--- config.mk ---
export PLATFORM = sky130hd
export DESIGN_NAME = sorted_timer_queue
export DESIGN_NICKNAME = d
export VERILOG_FILES = /design/src/tq_pkg.sv /design/src/tq_mem.sv /design/src/tq_ctrl.sv /design/src/sorted_timer_queue.sv
export SDC_FILE = /design/constraint.sdc
export NUM_CORES = 1
export LEC_CHECK = 0
export BUFFER_PORTS_ARGS = -buffer_cell sky130_fd_sc_hd__buf_2
export CORE_MARGIN = 5
export CORE_UTILIZATION = 39
export DETAILED_ROUTE_END_ITERATION = 10
export SLEW_MARGIN = 20
export SYNTH_ARGS = -nofsm -noshare
export SYNTH_HDL_FRONTEND = slang
export SYNTH_SLANG_ARGS = --single-unit
--- constraint.sdc ---
create_clock -name clk -period 7.6 [get_ports clk]
set_clock_uncertainty 0.15 [all_clocks]
set_input_delay 0 -clock clk [delete_from_list [all_inputs] [get_ports clk]]
set_output_delay 0 -clock clk [all_outputs]
set_load 0.05 [all_outputs]
--- src/tq_pkg.sv ---
package tq_pkg;

	localparam int DEPTH    = 16;
	localparam int IDX_W    = $clog2(DEPTH);
	localparam int CNT_W    = $clog2(DEPTH + 1);
	localparam int SUM_W    = CNT_W + 1;
	localparam int HANDLE_W = 10;
	localparam int TIME_W   = 32;

	localparam logic [1:0] MODE_ADD    = 2'd0;
	localparam logic [1:0] MODE_ADJUST = 2'd1;
	localparam logic [1:0] MODE_DELETE = 2'd2;
	localparam logic [1:0] MODE_TICK   = 2'd3;

	localparam logic [1:0] ST_OK       = 2'd0;
	localparam logic [1:0] ST_FULL     = 2'd1;
	localparam logic [1:0] ST_NOTFOUND = 2'd2;
	localparam logic [1:0] ST_DUP      = 2'd3;

	typedef struct packed {
		logic [HANDLE_W-1:0] handle;
		logic [TIME_W-1:0]   expiry;
	} entry_t;

	typedef struct packed {
		logic             re;
		logic [IDX_W-1:0] raddr;
		logic             we;
		logic [IDX_W-1:0] waddr;
		entry_t           wdata;
	} mem_req_t;

	typedef struct packed {
		logic [1:0]          status;
		logic                expired_valid;
		logic [HANDLE_W-1:0] expired_handle;
		logic                last;
	} res_t;

	// Maps a position in sorted order to a slot of the circular store.
	function automatic logic [IDX_W-1:0] phys(logic [IDX_W-1:0] head, logic [CNT_W-1:0] ofs);
		logic [SUM_W-1:0] sum;
		sum = SUM_W'(head) + SUM_W'(ofs);
		if (sum >= SUM_W'(DEPTH))
			sum = sum - SUM_W'(DEPTH);
		return sum[IDX_W-1:0];
	endfunction

endpackage

--- src/tq_mem.sv ---
module tq_mem
	import tq_pkg::*;
(
	input  logic     clk,
	input  mem_req_t req,
	output entry_t   rdata
);

	entry_t mem [DEPTH];

	always_ff @(posedge clk) begin
		if (req.we)
			mem[req.waddr] <= req.wdata;
		if (req.re)
			rdata <= mem[req.raddr];
	end

endmodule

--- src/tq_ctrl.sv ---
module tq_ctrl
	import tq_pkg::*;
(
	input  logic                clk,
	input  logic                arst_n,
	input  logic                in_valid,
	output logic                in_ready,
	input  logic [1:0]          mode,
	input  logic [HANDLE_W-1:0] handle,
	input  logic [TIME_W-1:0]   expiry,
	input  logic [TIME_W-1:0]   now,
	output mem_req_t            req,
	input  entry_t              rdata,
	output logic                res_valid,
	input  logic                res_ready,
	output res_t                res
);

	localparam logic [3:0] S_IDLE   = 4'd0;
	localparam logic [3:0] S_SC_RD  = 4'd1;
	localparam logic [3:0] S_SC_EX  = 4'd2;
	localparam logic [3:0] S_DEC    = 4'd3;
	localparam logic [3:0] S_DN_RD  = 4'd4;
	localparam logic [3:0] S_DN_WR  = 4'd5;
	localparam logic [3:0] S_UP_RD  = 4'd6;
	localparam logic [3:0] S_UP_WR  = 4'd7;
	localparam logic [3:0] S_INS    = 4'd8;
	localparam logic [3:0] S_RES    = 4'd9;
	localparam logic [3:0] S_TK_RD  = 4'd10;
	localparam logic [3:0] S_TK_EX  = 4'd11;
	localparam logic [3:0] S_TK_FIN = 4'd12;

	logic [3:0]          state_q;
	logic [CNT_W-1:0]    count_q;
	logic [IDX_W-1:0]    head_q;
	logic [CNT_W-1:0]    j_q;
	logic [CNT_W-1:0]    slot_q;
	logic [CNT_W-1:0]    pos_q;
	logic                found_q;
	logic                posset_q;
	logic [1:0]          mode_q;
	logic [HANDLE_W-1:0] hnd_q;
	logic [TIME_W-1:0]   exp_q;
	logic [TIME_W-1:0]   now_q;
	logic [HANDLE_W-1:0] pend_q;
	logic                have_pend_q;
	logic [1:0]          st_q;

	logic expired;

	assign in_ready = (state_q == S_IDLE);
	assign expired  = (rdata.expiry <= now_q);

	always_comb begin
		req       = '0;
		res_valid = 1'b0;
		res       = '0;
		res.last  = 1'b1;
		unique case (state_q)
			S_SC_RD: begin
				req.re    = 1'b1;
				req.raddr = phys(head_q, j_q);
			end
			S_TK_RD: begin
				req.re    = 1'b1;
				req.raddr = head_q;
			end
			S_DN_RD: begin
				req.re    = (CNT_W'(j_q + 1'b1) < count_q);
				req.raddr = phys(head_q, CNT_W'(j_q + 1'b1));
			end
			S_DN_WR: begin
				req.we    = 1'b1;
				req.waddr = phys(head_q, j_q);
				req.wdata = rdata;
			end
			S_UP_RD: begin
				req.re    = (j_q != pos_q);
				req.raddr = phys(head_q, CNT_W'(j_q - 1'b1));
			end
			S_UP_WR: begin
				req.we    = 1'b1;
				req.waddr = phys(head_q, j_q);
				req.wdata = rdata;
			end
			S_INS: begin
				req.we           = 1'b1;
				req.waddr        = phys(head_q, pos_q);
				req.wdata.handle = hnd_q;
				req.wdata.expiry = exp_q;
			end
			S_RES: begin
				res_valid  = 1'b1;
				res.status = st_q;
			end
			S_TK_EX: begin
				res_valid          = expired && have_pend_q;
				res.status         = ST_OK;
				res.expired_valid  = 1'b1;
				res.expired_handle = pend_q;
				res.last           = 1'b0;
			end
			S_TK_FIN: begin
				res_valid          = 1'b1;
				res.status         = ST_OK;
				res.expired_valid  = have_pend_q;
				res.expired_handle = have_pend_q ? pend_q : '0;
			end
			default: begin
			end
		endcase
	end

	always_ff @(posedge clk or negedge arst_n) begin
		if (!arst_n) begin
			state_q     <= S_IDLE;
			count_q     <= '0;
			head_q      <= '0;
			j_q         <= '0;
			slot_q      <= '0;
			pos_q       <= '0;
			found_q     <= 1'b0;
			posset_q    <= 1'b0;
			have_pend_q <= 1'b0;
			st_q        <= ST_OK;
			mode_q      <= MODE_ADD;
		end else begin
			unique case (state_q)
				S_IDLE: begin
					if (in_valid) begin
						mode_q      <= mode;
						hnd_q       <= handle;
						exp_q       <= expiry;
						now_q       <= now;
						j_q         <= '0;
						found_q     <= 1'b0;
						posset_q    <= 1'b0;
						pos_q       <= count_q;
						have_pend_q <= 1'b0;
						st_q        <= ST_OK;
						if (mode == MODE_TICK)
							state_q <= (count_q == '0) ? S_TK_FIN : S_TK_RD;
						else
							state_q <= (count_q == '0) ? S_DEC : S_SC_RD;
					end
				end
				S_SC_RD: state_q <= S_SC_EX;
				S_SC_EX: begin
					if (rdata.handle == hnd_q) begin
						found_q <= 1'b1;
						slot_q  <= j_q;
					end else if (!posset_q && rdata.expiry > exp_q) begin
						posset_q <= 1'b1;
						pos_q    <= j_q;
					end
					j_q     <= CNT_W'(j_q + 1'b1);
					state_q <= (CNT_W'(j_q + 1'b1) == count_q) ? S_DEC : S_SC_RD;
				end
				S_DEC: begin
					if (mode_q == MODE_ADD) begin
						if (found_q) begin
							st_q    <= ST_DUP;
							state_q <= S_RES;
						end else if (count_q == CNT_W'(DEPTH)) begin
							st_q    <= ST_FULL;
							state_q <= S_RES;
						end else begin
							j_q     <= count_q;
							state_q <= S_UP_RD;
						end
					end else if (!found_q) begin
						st_q    <= ST_NOTFOUND;
						state_q <= S_RES;
					end else begin
						if (pos_q > slot_q)
							pos_q <= CNT_W'(pos_q - 1'b1);
						j_q     <= slot_q;
						state_q <= S_DN_RD;
					end
				end
				S_DN_RD: begin
					if (CNT_W'(j_q + 1'b1) >= count_q) begin
						count_q <= CNT_W'(count_q - 1'b1);
						if (mode_q == MODE_ADJUST) begin
							j_q     <= CNT_W'(count_q - 1'b1);
							state_q <= S_UP_RD;
						end else begin
							state_q <= S_RES;
						end
					end else begin
						state_q <= S_DN_WR;
					end
				end
				S_DN_WR: begin
					j_q     <= CNT_W'(j_q + 1'b1);
					state_q <= S_DN_RD;
				end
				S_UP_RD: state_q <= (j_q == pos_q) ? S_INS : S_UP_WR;
				S_UP_WR: begin
					j_q     <= CNT_W'(j_q - 1'b1);
					state_q <= S_UP_RD;
				end
				S_INS: begin
					count_q <= CNT_W'(count_q + 1'b1);
					state_q <= S_RES;
				end
				S_RES: begin
					if (res_ready)
						state_q <= S_IDLE;
				end
				S_TK_RD: state_q <= S_TK_EX;
				S_TK_EX: begin
					if (!expired) begin
						state_q <= S_TK_FIN;
					end else if (!have_pend_q || res_ready) begin
						pend_q      <= rdata.handle;
						have_pend_q <= 1'b1;
						head_q      <= phys(head_q, CNT_W'(1));
						count_q     <= CNT_W'(count_q - 1'b1);
						state_q     <= (count_q == CNT_W'(1)) ? S_TK_FIN : S_TK_RD;
					end
				end
				S_TK_FIN: begin
					if (res_ready)
						state_q <= S_IDLE;
				end
				default: state_q <= S_IDLE;
			endcase
		end
	end

	a_count_range: assert property (@(posedge clk) disable iff (!arst_n)
		count_q <= CNT_W'(DEPTH))
		else $error("entry count exceeds the table depth");

	a_count_step: assert property (@(posedge clk) disable iff (!arst_n)
		count_q == $past(count_q) || count_q == CNT_W'($past(count_q) + 1'b1)
		|| CNT_W'(count_q + 1'b1) == $past(count_q))
		else $error("entry count moved by more than one");

	a_one_access: assert property (@(posedge clk) disable iff (!arst_n)
		!(req.re && req.we))
		else $error("read and write issued in the same cycle");

	a_idle_quiet: assert property (@(posedge clk) disable iff (!arst_n)
		(state_q == S_IDLE) |-> !res_valid && !req.we)
		else $error("activity while idle");

endmodule

--- src/sorted_timer_queue.sv ---
// Sorted timer queue: keeps up to DEPTH timers (handle, absolute expiry) in
// ascending expiry order in a single-port-style circular memory.
// Input channel (in_valid/in_ready, mode, handle, expiry, now) carries one
// command per transfer: add, adjust, delete or tick.
// Output channel (out_valid/out_ready, status, expired_valid, expired_handle,
// last) returns one result per add, adjust or delete, and for a tick one result
// per expired timer, head first, or one empty result when nothing expired.
// The final result of each command has last set.
// Commands are processed one at a time. A lookup scans all n stored entries,
// an insert or removal moves each displaced entry, and a tick pops each
// expired timer from the head. Results leave through an output register;
// a new command is taken while the last result still waits.
// When the receiver stalls, the block holds in its current step until the
// output register frees. Reset empties the queue at once; no clearing pass.
module sorted_timer_queue
	import tq_pkg::*;
(
	input  logic                clk,
	input  logic                arst_n,
	input  logic                in_valid,
	output logic                in_ready,
	input  logic [1:0]          mode,
	input  logic [HANDLE_W-1:0] handle,
	input  logic [TIME_W-1:0]   expiry,
	input  logic [TIME_W-1:0]   now,
	output logic                out_valid,
	input  logic                out_ready,
	output logic [1:0]          status,
	output logic                expired_valid,
	output logic [HANDLE_W-1:0] expired_handle,
	output logic                last
);

	mem_req_t req;
	entry_t   rdata;
	logic     res_valid;
	logic     res_ready;
	res_t     res;
	res_t     res_q;
	logic     out_valid_q;

	tq_ctrl u_ctrl (
		.clk       (clk),
		.arst_n    (arst_n),
		.in_valid  (in_valid),
		.in_ready  (in_ready),
		.mode      (mode),
		.handle    (handle),
		.expiry    (expiry),
		.now       (now),
		.req       (req),
		.rdata     (rdata),
		.res_valid (res_valid),
		.res_ready (res_ready),
		.res       (res)
	);

	tq_mem u_mem (
		.clk   (clk),
		.req   (req),
		.rdata (rdata)
	);

	assign res_ready = !out_valid_q || out_ready;

	always_ff @(posedge clk or negedge arst_n) begin
		if (!arst_n) begin
			out_valid_q <= 1'b0;
		end else if (res_ready) begin
			out_valid_q <= res_valid;
		end
	end

	always_ff @(posedge clk) begin
		if (res_ready && res_valid)
			res_q <= res;
	end

	assign out_valid      = out_valid_q;
	assign status         = res_q.status;
	assign expired_valid  = res_q.expired_valid;
	assign expired_handle = res_q.expired_handle;
	assign last           = res_q.last;

endmodule

# After elaboration in Yosys (flattened, before gate mapping)
# Memories as Yosys holds them, arrays and structs flattened. A register that Yosys moved wholly into a read port is not among the register bits.
# Index checks and enable logic that the tools add are counted.
# totals
rom_bits	0
ramBits	672
ff_bits	134
wordCells	181
latchBits	0
out_inout_bits	16
n_memories	1
input_bits	80
# mem_list
memory	depth	word_bits	rd	rd_ports_with_merged_regs	write_ports	line	rtl
u_mem.mem	16	42	1	1	1	tq_mem.sv:9	entry_t mem [DEPTH];
# classes
reduce_logical	33
n_bitwise	0
n_shift	0
mul	0
div	0
mux	64
magnitude_cmp	10
n_eq_ne	38
add_sub_neg	15
# op_table
cell	count
47-bit one-hot mux with 2 select lines	1
5-bit 2-to-1 mux	16
4-bit 2-to-1 mux	17
4-bit one-hot mux with 12 select lines	1
32-bit > comparator	1
32-bit less-or-equal comparator	1
5-bit one-hot mux with 3 select lines	2
5-bit one-hot mux with 5 select lines	1
4-bit by 5-bit adder with 6-bit output	4
6-bit by 5-bit greater-or-equal comparator with 1-bit output, second input constant	4
11-bit one-hot mux with 2 select lines	1
4-bit equality test, second input constant	5
5-bit one-hot mux with 4 select lines	1
4-bit AND reduction	5
4-bit by 1-bit subtractor with 4-bit output, second input constant	5
2-bit by 1-bit inequality test with 1-bit output, second input constant	9
4-bit by 3-bit equality test with 1-bit output, second input constant	4
5-bit by 1-bit subtractor with 5-bit output, second input constant	3
2-bit 2-to-1 mux	7
7-bit AND reduction	2
3-bit AND reduction	4
5-bit by 1-bit adder with 5-bit output, second input constant	2
10-bit equality test	1
5-bit equality test	2
other kinds (33)	61

# Depth between registers and ports, before layout
# Gate-level depths: netlist of run 1.
# logic_depth
ltp_word	6
ltp_mapped	15
mapped_depth_nobuf	12

# Hierarchy
# From an unflattened synthesis of run 1, not the netlist that was laid out.
# unflattened
cells_unflattened	1929
hier_area_um2	34996.1
# modules_own_cells
mod	n_inst	seq_area_each_um2	area_per_inst_um2	cells_each
tq_mem	1	21440.6	26479.1	1092
tq_ctrl	1	3398.3	8042.7	819
sorted_timer_queue	1	445.4	474.2	18

# Worst setup path after synthesis of run 1
# Ideal clock, no wire load.
# synth_timing
kind	flip-flop to flip-flop
start	register u_ctrl.j_q[0]
end	register u_mem.rdata[0] (netlist name)
slack_ps	2268
setup_ps	500
arrival_ps	4683
t_required_ps	6950
stages_incl_launch_ff	9
path_buffers	1
synth_period_minus_slack_ps	5332
path_cell_list	dfrtp_1 clkbuf_1 nand3_1 xnor2_1 ha_1 a21o_1 a21oi_1 nand2_1 o21ai_0
# synth_lines
element	line	rtl
start: declaration	tq_ctrl.sv:36	logic [CNT_W-1:0] j_q;
start signal: assignment	tq_ctrl.sv:156	j_q <= CNT_W'(j_q + 1'b1);
start signal: assignment	tq_ctrl.sv:168	j_q <= count_q;
start signal: assignment	tq_ctrl.sv:177	j_q <= slot_q;

# Final worst setup path of run 1
# layout_timing
start	register u_ctrl.state_q[3]
end	memory u_mem.mem[11][16] (netlist name) (enable)
# layout_between
elab_chain_cells	5
word_cells_on_any_way	7
classes_between	eq/ne (3); mux (3); reduce/logical (1)
# layout_rtl
element	line	rtl
start: declaration	tq_ctrl.sv:33	logic [3:0] state_q;
start signal: assignment	tq_ctrl.sv:142	state_q <= (count_q == '0) ? S_TK_FIN : S_TK_RD;
start signal: assignment	tq_ctrl.sv:144	state_q <= (count_q == '0) ? S_DEC : S_SC_RD;
start signal: assignment	tq_ctrl.sv:157	state_q <= (CNT_W'(j_q + 1'b1) == count_q) ? S_DEC : S_SC_RD;
4-bit by 3-bit equality test with 1-bit output	tq_ctrl.sv:59	unique case (state_q)
2-bit OR reduction (no line)	--	
47-bit one-hot mux with 2 select lines (*)	tq_ctrl.sv:59	
1-bit 2-to-1 mux	tq_mem.sv:12	if (req.we)
1-bit 2-to-1 mux (not written as such)	tq_mem.sv:13	mem[req.waddr] <= req.wdata;
end: declaration	tq_mem.sv:9	
# Every way passes the cells marked *; elsewhere a longest branch is shown, timed or not.

==> results of run 1 <==
[synthesized netlist by cell type (28+ instances only)]
cell type	number
a21oi_1	45
a311oi_1	40
and3_1	107
buf_2	45
buf_4	32
clkbuf_1	54
dfrtp_1	36
edfxtp_1	812
ha_1	91
inv_1	88
mux2i_1	288
nand2_1	455
nand3_1	91
nor2_1	51
o21ai_0	112
o21ai_1	28
xnor2_1	32
[logic make-up after synthesis]
kind of cell	synth area share (%)
flip-flops	68.9
AND/OR/NAND/NOR	9.90
AO/OA/AOI/OAI	6.08
multiplexers	8.01
buffers and inverters	2.92
adder cells (fa/ha/maj)	3.27
XOR/XNOR	0.931
[layer usage]
layer	track usage [%]	wire length [um]
met1	23.9	39500
met2	30.6	44900
met3	2.63	4690
met4	5.27	2400
met5	0	0
[path summary, 6_finish.rpt]
check                      depth (start not counted)              start                 to  slack (ns)
setup / recovery                                   8  u_ctrl.state_q[3]  u_mem.mem[11][16]        2.49
hold / removal                                     4          out_ready          out_valid        0.11
setup reg to reg                                   8  u_ctrl.state_q[3]  u_mem.mem[11][16]        2.49
hold reg to reg                                    1    u_ctrl.posset_q    u_ctrl.posset_q        0.36
max in group asynchronous                          4             arst_n    u_ctrl.pos_q[0]        6.57
min in group asynchronous                          4             arst_n      u_ctrl.j_q[2]        0.38
[registers in the layout, indices dropped and copies added, names as in the netlist, 4 cells and up]
signal / flops
u_ctrl.j_q: 5
u_ctrl.hnd_q: 10
u_ctrl.pend_q: 10
u_ctrl.exp_q: 32
u_ctrl.now_q: 32
u_ctrl.slot_q: 5
expired_handle: 10
u_ctrl.count_q: 5
u_ctrl.state_q: 4
u_ctrl.pos_q: 5
u_mem.mem: 672
u_mem.rdata: 42
u_ctrl.head_q: 4
[per-stage QoR]
stage | total power, mW | util [%]
after floorplan | 11.3 | -
after global placement | 13.0 | 41.5
after detailed placement | 13.2 | 41.5
after CTS | 17.5 | 46.3
after global routing | 18.4 | 46.3
final | 17.4 | 46.3
[tightest hold or removal path: stages]
cell and delay (ns):
dlygate4sd3_1 0.53, buf_2 0.10, nor2b_1 0.07, nand2b_1 0.15
[power breakdown]
part	switching, mW	internal [mW]	total, mW
logic	4.13	2.25	6.39
registers	0.460	6.32	6.78
clock network	1.77	2.51	4.28
total	6.36	11.1	17.4
[layout make-up]
class                   count  area [sq um]  share of cell area (%)
flip-flops and latches    848         25300                    58.5
multi-input cells        1560         10600                    24.4
repair buffers            321          2610                    6.04
clock buffers             115          2450                    5.67
well taps                1254          1570                    3.63
clock inverters            44           407                   0.941
inverters                  88           330                   0.765
==> run_results.csv, run 1 <==
group,metric,value,unit
run_status,status,"finished, final reports clean",
clocking,cts_buffers,92,
place,dpl_cell_area,38700,sq um
worst_setup_path,critPathBufInv,1,
die,dieWidth,317,um
die,pin_count,96,
power,peakVddDrop,0.000360,V
worst_setup_path,cp_slowest_stage_delay,0.92,ns
yosys,yosysWarnings,0,
yosys,syn-num-nets,2812,
layout,stdcell_area,43200,sq um
layout,fillers,8150,
timing,rsz0062_at_grt,"false",
worst_setup_path,crit_path_max_fanout,30,
worst_setup_path,path_cells,"nor2b_1 -> and2_1 -> nand2_1 -> a21o_1 -> o21ai_0 -> a32oi_1 -> nor2_4 -> buf_4",
clocking,cts_resized,0,
yosys,post-synth-top-area-cell,"edfxtp_1",
clocking,clock_sinks,848,
worst_setup_path,cp_data_arrival_time,5.25,ns
yosys,syn_area_per_cell,13.9,sq um
timing,hold_viol_final,0,
clocking,cts_max_path_buffers,3,
layout,layout_common_cells,"edfxtp_1 (812), nand2_1 (454), mux2i_1 (288)",
route,drc,0,
route,wl_per_cell,21.6,um
clocking,postCtsSetupBuffers,0,
timing,fin_ws,2.49,ns
die,core,93300,sq um
yosys,ys.flop_type,"edfxtp_1",
yosys,syn_inst,2638,
worst_setup_path,path_delay_family,"simple AND/OR/NAND/NOR gates",
die,initial_utilization,39.3,%
yosys,synth_top_area_share,66.4,%
global_routing,grt_remaining_overflow,0,
layout,final_cells,4230,
global_routing,antenna_found_initial,0,
worst_hold_path,min_path_type,"in2reg",
job,maxCapViolations,0,
layout,final_common_cell,"edfxtp_1",
layout,diodes,0,
timing,period_share,67.3,%
clocking,clock_latency,0.65,ns
worst_setup_path,crit_type,"reg2reg",
yosys,yosysSeqAreaShare,68.9,%
route,viasPerCell,5.30,
timing,slew_headroom,24.1,%
layout,nNetsFinal,3085,
yosys,syn_area,36700,sq um
timing,slew_violations,0,
place,place.gp.congestion,0.833,
worst_setup_path,cp-start-kind,"register",
layout,drive_above_1_share,11.1,%
timing,setup_viol,0,
route,drt-initial-drc-count,2020,
yosys,synth_cell_types,69,
route,wirelength,91400,um
worst_setup_path,critical_path_required,7.74,ns
place,portBuffers,95,
die,placement_rows,112,
timing,finalSetupTns,0,ns
place,dpl_worst_slack,2.58,ns
clocking,clk_pin_slew_worst_paths,0.05,ns
global_routing,grt_pass1_wl,138000,um
clocking,cts_tree,"yes",
route,drt_first_pass_iters,5,
yosys,synthArstFlopShare,4.25,%
clocking,h-tree-depth,3,
die,dieArea,100000,sq um
global_routing,grt_max_degree,136,
global_routing,grt_usage,17.9,%
place,dp_hpwl,51900,um
timing,max_freq,196,MHz
route,ant_nets,0,
timing,tightest_slew,1.14,ns
die,die_h,317,um
power,power.density,404,nW/um^2
yosys,synth_edf_count,812,
route,dr_total_vias,22400,
place,dp.cells,3913,
timing,whs,0.105,ns
global_routing,first_global_vias,22800,
worst_setup_path,slowest_stage,"dfrtp_1",
timing,period_needed,5.11,ns
clocking,cts_hold_buf,158,
layout,area_delta_synth_final,17.7,%
clocking,root_buffer,"clkbuf_16",
yosys,ys_seq_elements,848,
worst_setup_path,end_kind,"register",
yosys,netlist_top_cells_area,"edfxtp_1 (66%), mux2i_1 (7.9%), nand2_1 (4.7%), ha_1 (3.1%), dfrtp_1 (2.5%)",
power,p_leak,16.9,nW
No activity file was read; power rests on OpenSTA's default activity.
==> inputs of run 2 (changes only) <==
==> constraint.sdc (replaced) <==
create_clock -name clk -period 5.3 [get_ports clk]
set_clock_uncertainty 0.15 [all_clocks]
set_input_delay 0 -clock clk [delete_from_list [all_inputs] [get_ports clk]]
set_output_delay 0 -clock clk [all_outputs]
set_load 0.05 [all_outputs]
==> run_results.csv, run 2 (synthesis results as in run 1) <==
group,metric,value,unit
worst_setup_path,crit_path_max_fanout,30,
timing,slew_headroom,32.0,%
clocking,clk_pin_slew_worst_paths,0.06,ns
power,pwr-share-comb,36.8,%
timing,finalSetupTns,0,ns
die,dieWidth,317,um
layout,postLayoutCoreUtil,46.8,%
global_routing,grt_remaining_overflow,0,
die,die_h,317,um
power,power.density,579,nW/um^2
route,drc,0,
timing,whs,0.0964,ns
global_routing,grt_usage,17.7,%
global_routing,first_global_vias,22700,
global_routing,grt_max_degree,85,
layout,final_common_cell,"edfxtp_1",
power,peakVddDrop,0.000361,V
clocking,cts_hold_buf,159,
route,drt_first_pass_iters,5,
clocking,cts_max_path_buffers,3,
timing,slew_violations,0,
layout,layout_common_cells,"edfxtp_1 (812), nand2_1 (454), mux2i_1 (288)",
die,core,93300,sq um
layout,largest_reg_flops,672,
die,initial_utilization,39.3,%
layout,final_cells,4252,
layout,nNetsFinal,3096,
clocking,cts_tree,"yes",
clocking,clock_sinks,848,
place,place.gp.congestion,0.854,
run_status,status,"finished, final reports clean",
layout,largest-register,"u_mem.mem",
worst_setup_path,crit_type,"reg2reg",
route,wirelength,90800,um
global_routing,grt_pass1_wl,136000,um
timing,tightest_slew,1.01,ns
route,drt-initial-drc-count,1823,
timing,period_share,81.5,%
layout,drive_above_1_share,11.8,%
die,dieArea,100000,sq um
die,pin_count,96,
worst_setup_path,end_kind,"register",
power,p_leak,17.1,nW
timing,max_freq,232,MHz
route,dr_total_vias,22600,
place,dpl_worst_slack,1.02,ns
worst_hold_path,min_path_type,"in2reg",
worst_setup_path,r2r_slack,0.98,ns
power,p_int,16.2,mW
layout,top_regs,"u_mem.mem: 672 flops, u_mem.rdata: 42 flops",
worst_setup_path,critical_path_required,5.53,ns
route,ant_nets,0,
route,viasPerCell,5.31,
clocking,postCtsSetupBuffers,0,
layout,area_delta_synth_final,19.1,%
clocking,clock_latency,0.66,ns
timing,setup_viol,0,
route,wl_per_cell,21.4,um
job,maxCapViolations,0,
timing,fin_ws,0.981,ns
clocking,root_buffer,"clkbuf_16",
power,p_sw_share,36.2,%
place,dp_hpwl,50800,um
clocking,h-tree-depth,3,
place,dp.cells,3925,
global_routing,antenna_found_initial,1,
power,net-switching-power,9.17,mW
timing,period_needed,4.32,ns
power,clkPwrFrac,24.9,%
clocking,cts_resized,0,
worst_setup_path,cp-start-kind,"register",
place,portBuffers,95,
clocking,cts_buffers,90,
worst_setup_path,cp_data_arrival_time,4.55,ns
timing,hold_viol_final,0,
power,seqPwrFrac,38.3,%
die,placement_rows,112,
timing,rsz0062_at_grt,"false",
==> run 2: changes by cell type in the layout (fill, tap and decap cells not counted), sizes merged <==
cell / change
buf: +12
clkbuf: -13
diode: +1
clkinv: +12
dlygate4sd3: +1
bufinv: +3
clkinvlp: +6
==> run 2: per-layer routing <==
| metal | share of wire [%] | global-route usage, % |
|---|---|---|
| met1 | 43 | 23.7 |
| met2 | 49 | 30.5 |
| met3 | 5.3 | 2.33 |
| met4 | 2.3 | 5.34 |
| met5 | 0 | 0 |
==> run 2: metrics by stage <==
step / power, mW / cell area (sq um)
3_5_place_dp: 19.0 / 39100
5_1_grt: 26.7 / 43700
2_1_floorplan: 16.2 / 36700
4_1_cts: 25.5 / 43700
3_3_place_gp: 18.8 / 39100
6_report: 25.3 / 43700
==> run 2: worst max-delay path, cell delays in order (launching register included) <==
cell,delay [ns]
dfrtp_1,0.86
and4bb_1,0.40
xor2_1,0.22
fa_1,0.44
xor2_1,0.15
a22oi_1,0.31
and2_4,0.51
buf_4,0.43
nand3_1,0.11
and3_1,0.19
o21ai_0,0.16
o21ai_0,0.10
==> run 2: final timing paths <==
check / depth (start not counted) / end / start
setup reg to reg: 11 / u_mem.rdata[25] / u_ctrl.state_q[0]
hold / removal: 4 / out_valid / out_ready
max in group asynchronous: 4 / u_ctrl.posset_q / arst_n
setup / recovery: 11 / u_mem.rdata[25] / u_ctrl.state_q[0]
hold reg to reg: 0 / u_ctrl.pend_q[6] / u_mem.rdata[38]
min in group asynchronous: 4 / u_ctrl.state_q[3] / arst_n
==> run 2: area by class of cell <==
class	count	area [sq um]
multi-input combinational	1560	10500
sequential	848	25300
inverter	88	330
timing repair buffer	334	2990
clock buffer	102	2330
antenna	1	2.50
tap	1254	1570
clock inverter	65	671
fill	8072	49600
==> run 2: power by group through the flow <==
stage                     Clock, mW  Combinational (mW)  Sequential (mW)
after global routing           6.72                10.2             9.79
after detailed placement          0                9.22             9.83
after CTS                      6.44                9.35             9.70
final                          6.31                9.31             9.70
after floorplan                   0                6.46             9.69
after global placement            0                8.96             9.81
==> inputs of run 3 (changes only) <==
==> constraint.sdc (replaced) <==
create_clock -name clk -period 4.04 [get_ports clk]
set_clock_uncertainty 0.15 [all_clocks]
set_input_delay 0 -clock clk [delete_from_list [all_inputs] [get_ports clk]]
set_output_delay 0 -clock clk [all_outputs]
set_load 0.05 [all_outputs]
==> run_results.csv, run 3 (synthesis results as in run 1) <==
group,metric,value,unit
run_status,status,"finished, final reports clean",
worst_setup_path,slowest_stage,"a311oi_1",
route,wirelength,91600,um
route,drc,0,
timing,fin_ws,0.323,ns
power,peakVddDrop,0.000579,V
worst_setup_path,crit_type,"reg2reg",
layout,area_delta_synth_final,19.8,%
clocking,root_buffer,"clkbuf_16",
worst_hold_path,worstHoldPathCells,4,
worst_setup_path,critical_path_required,4.29,ns
power,pwr-share-comb,38.1,%
power,power.density,758,nW/um^2
layout,drive_above_1_share,12.7,%
clocking,cts_max_path_buffers,3,
clocking,postCtsSetupBuffers,0,
timing,slew_violations,0,
route,viasPerCell,5.31,
route,dr_total_vias,22800,
die,placement_rows,112,
power,p_total,33.3,mW
die,initial_utilization,39.3,%
timing,slew_headroom,29.7,%
layout,nNetsFinal,3139,
power,seqPwrFrac,37.8,%
clocking,cts_tree,"yes",
layout,largest-register,"u_mem.mem",
clocking,cts_resized,0,
clocking,cts_buffers,91,
die,dieArea,100000,sq um
power,p_sw_share,35.8,%
power,p_leak,17.3,nW
layout,final_common_cell,"edfxtp_1",
job,maxCapViolations,0,
clocking,clock_latency,0.64,ns
layout,layout_common_cells,"edfxtp_1 (812), nand2_1 (454), mux2i_1 (288)",
route,drt_first_pass_iters,8,
die,die_h,317,um
worst_setup_path,crit_path_max_fanout,10,
global_routing,grt_pass1_wl,140000,um
layout,diodes,0,
global_routing,first_global_vias,23300,
global_routing,grt_max_degree,74,
clocking,cts_hold_buf,158,
worst_hold_path,min_to,"out_valid",
layout,top_regs,"u_mem.mem: 672 flops, u_mem.rdata: 42 flops",
power,p_int,21.4,mW
worst_setup_path,r2r_slack,0.32,ns
worst_setup_path,reg2reg_from,"u_mem.rdata[1]",
die,dieWidth,317,um
worst_hold_path,min_path_type,"in2reg",
die,core,93300,sq um
timing,period_share,92.0,%
worst_setup_path,rr_worst_depth,10,
power,net-switching-power,11.9,mW
place,portBuffers,95,
worst_setup_path,end_kind,"register",
worst_setup_path,cp_slowest_stage_delay,0.83,ns
layout,largest_reg_flops,672,
global_routing,grt_remaining_overflow,0,
clocking,h-tree-depth,3,
clocking,clk_pin_slew_worst_paths,0.06,ns
timing,max_freq,269,MHz
die,pin_count,96,
timing,period_needed,3.72,ns
route,wl_per_cell,21.4,um
global_routing,antenna_found_initial,1,
timing,hold_viol_final,0,
worst_hold_path,hold_start,"out_ready",
route,ant_nets,0,
timing,rsz0062_at_grt,"false",
worst_setup_path,r2r_end,"u_ctrl.pend_q[2]",
power,clkPwrFrac,24.1,%
global_routing,grt_usage,18.1,%
timing,setup_viol,0,
timing,tightest_slew,1.05,ns
place,place.gp.congestion,0.871,
worst_setup_path,path_cells,"ha_1 -> nor2b_1 -> o211ai_1 -> a2111o_1 -> a311oi_1 -> nor2_2 -> buf_4 -> and3_2 -> and2_1 -> buf_12",
place,dp_hpwl,52600,um
route,drt-initial-drc-count,1905,
clocking,clock_sinks,848,
place,dpl_worst_slack,0.352,ns
worst_setup_path,cp_data_arrival_time,3.96,ns
worst_setup_path,cp-start-kind,"register",
[run 3: cell type report]
cell class                      count  area (sq um)
Timing Repair Buffer              376          3390
Clock buffer                      106          2380
Sequential cell                   848         25300
Fill cell                        8138         49400
Multi-Input combinational cell   1560         10500
Tap cell                         1254          1570
Clock inverter                     54           475
Inverter                           88           330
[run 3: layer usage]
| metal | up-vias | wire length [um] | track usage, % |
|---|---|---|---|
| li1 | 10500 | - | - |
| met1 | 11500 | 40000 | 24.4 |
| met2 | 653 | 44900 | 30.9 |
| met3 | 151 | 4200 | 2.25 |
| met4 | 0 | 2590 | 5.78 |
| met5 | - | 0 | 0 |
[run 3: worst max path at each step]
| stage | startpoint | endpoint | slack, ns | cells past startpoint |
|---|---|---|---|---|
| after floorplan | u_ctrl.head_q[1] | u_mem.mem[5][0] | -0.10 | 8 |
| after global placement | u_mem.rdata[1] | u_ctrl.pend_q[6] | 0.35 | 10 |
| after detailed placement | u_mem.rdata[1] | u_ctrl.pend_q[3] | 0.35 | 10 |
| after CTS | u_mem.rdata[1] | u_ctrl.pend_q[2] | 0.33 | 10 |
| after global routing | u_ctrl.j_q[0] | u_mem.rdata[5] | 0.27 | 13 |
| final | u_mem.rdata[1] | u_ctrl.pend_q[2] | 0.32 | 10 |
[run 3: worst max-delay path, delay by kind of cell, from the launching register on]
kind            cells  cell delay (ns)
compound gates      3             1.47
simple gates        4             0.66
flops               1             0.50
buf+inv             2             0.35
fa+ha+maj           1             0.34
[run 3: power by group through the flow]
stage / Clock, mW / Combinational, mW / Sequential [mW]
finish: 8.03 / 12.7 / 12.6
global route: 8.57 / 13.9 / 12.7
CTS: 8.21 / 12.7 / 12.6
detailed placement: 0 / 12.6 / 12.8
global placement: 0 / 12.3 / 12.7
floorplan: 0 / 8.49 / 12.7
[run 3: per-stage QoR]
stage	TNS (ns)	hold WS (ns)	utilization, %	cell area, sq um	instances
floorplan	-50.98	-0.446	-	36700	2638
global placement	0	-0.0665	42.4	39500	3968
detailed placement	0	-0.0586	42.4	39500	3968
CTS	0	0.0394	47.1	44000	4286
global route	0	0.0857	47.1	44000	4286
finish	0	0.0796	47.1	44000	4286
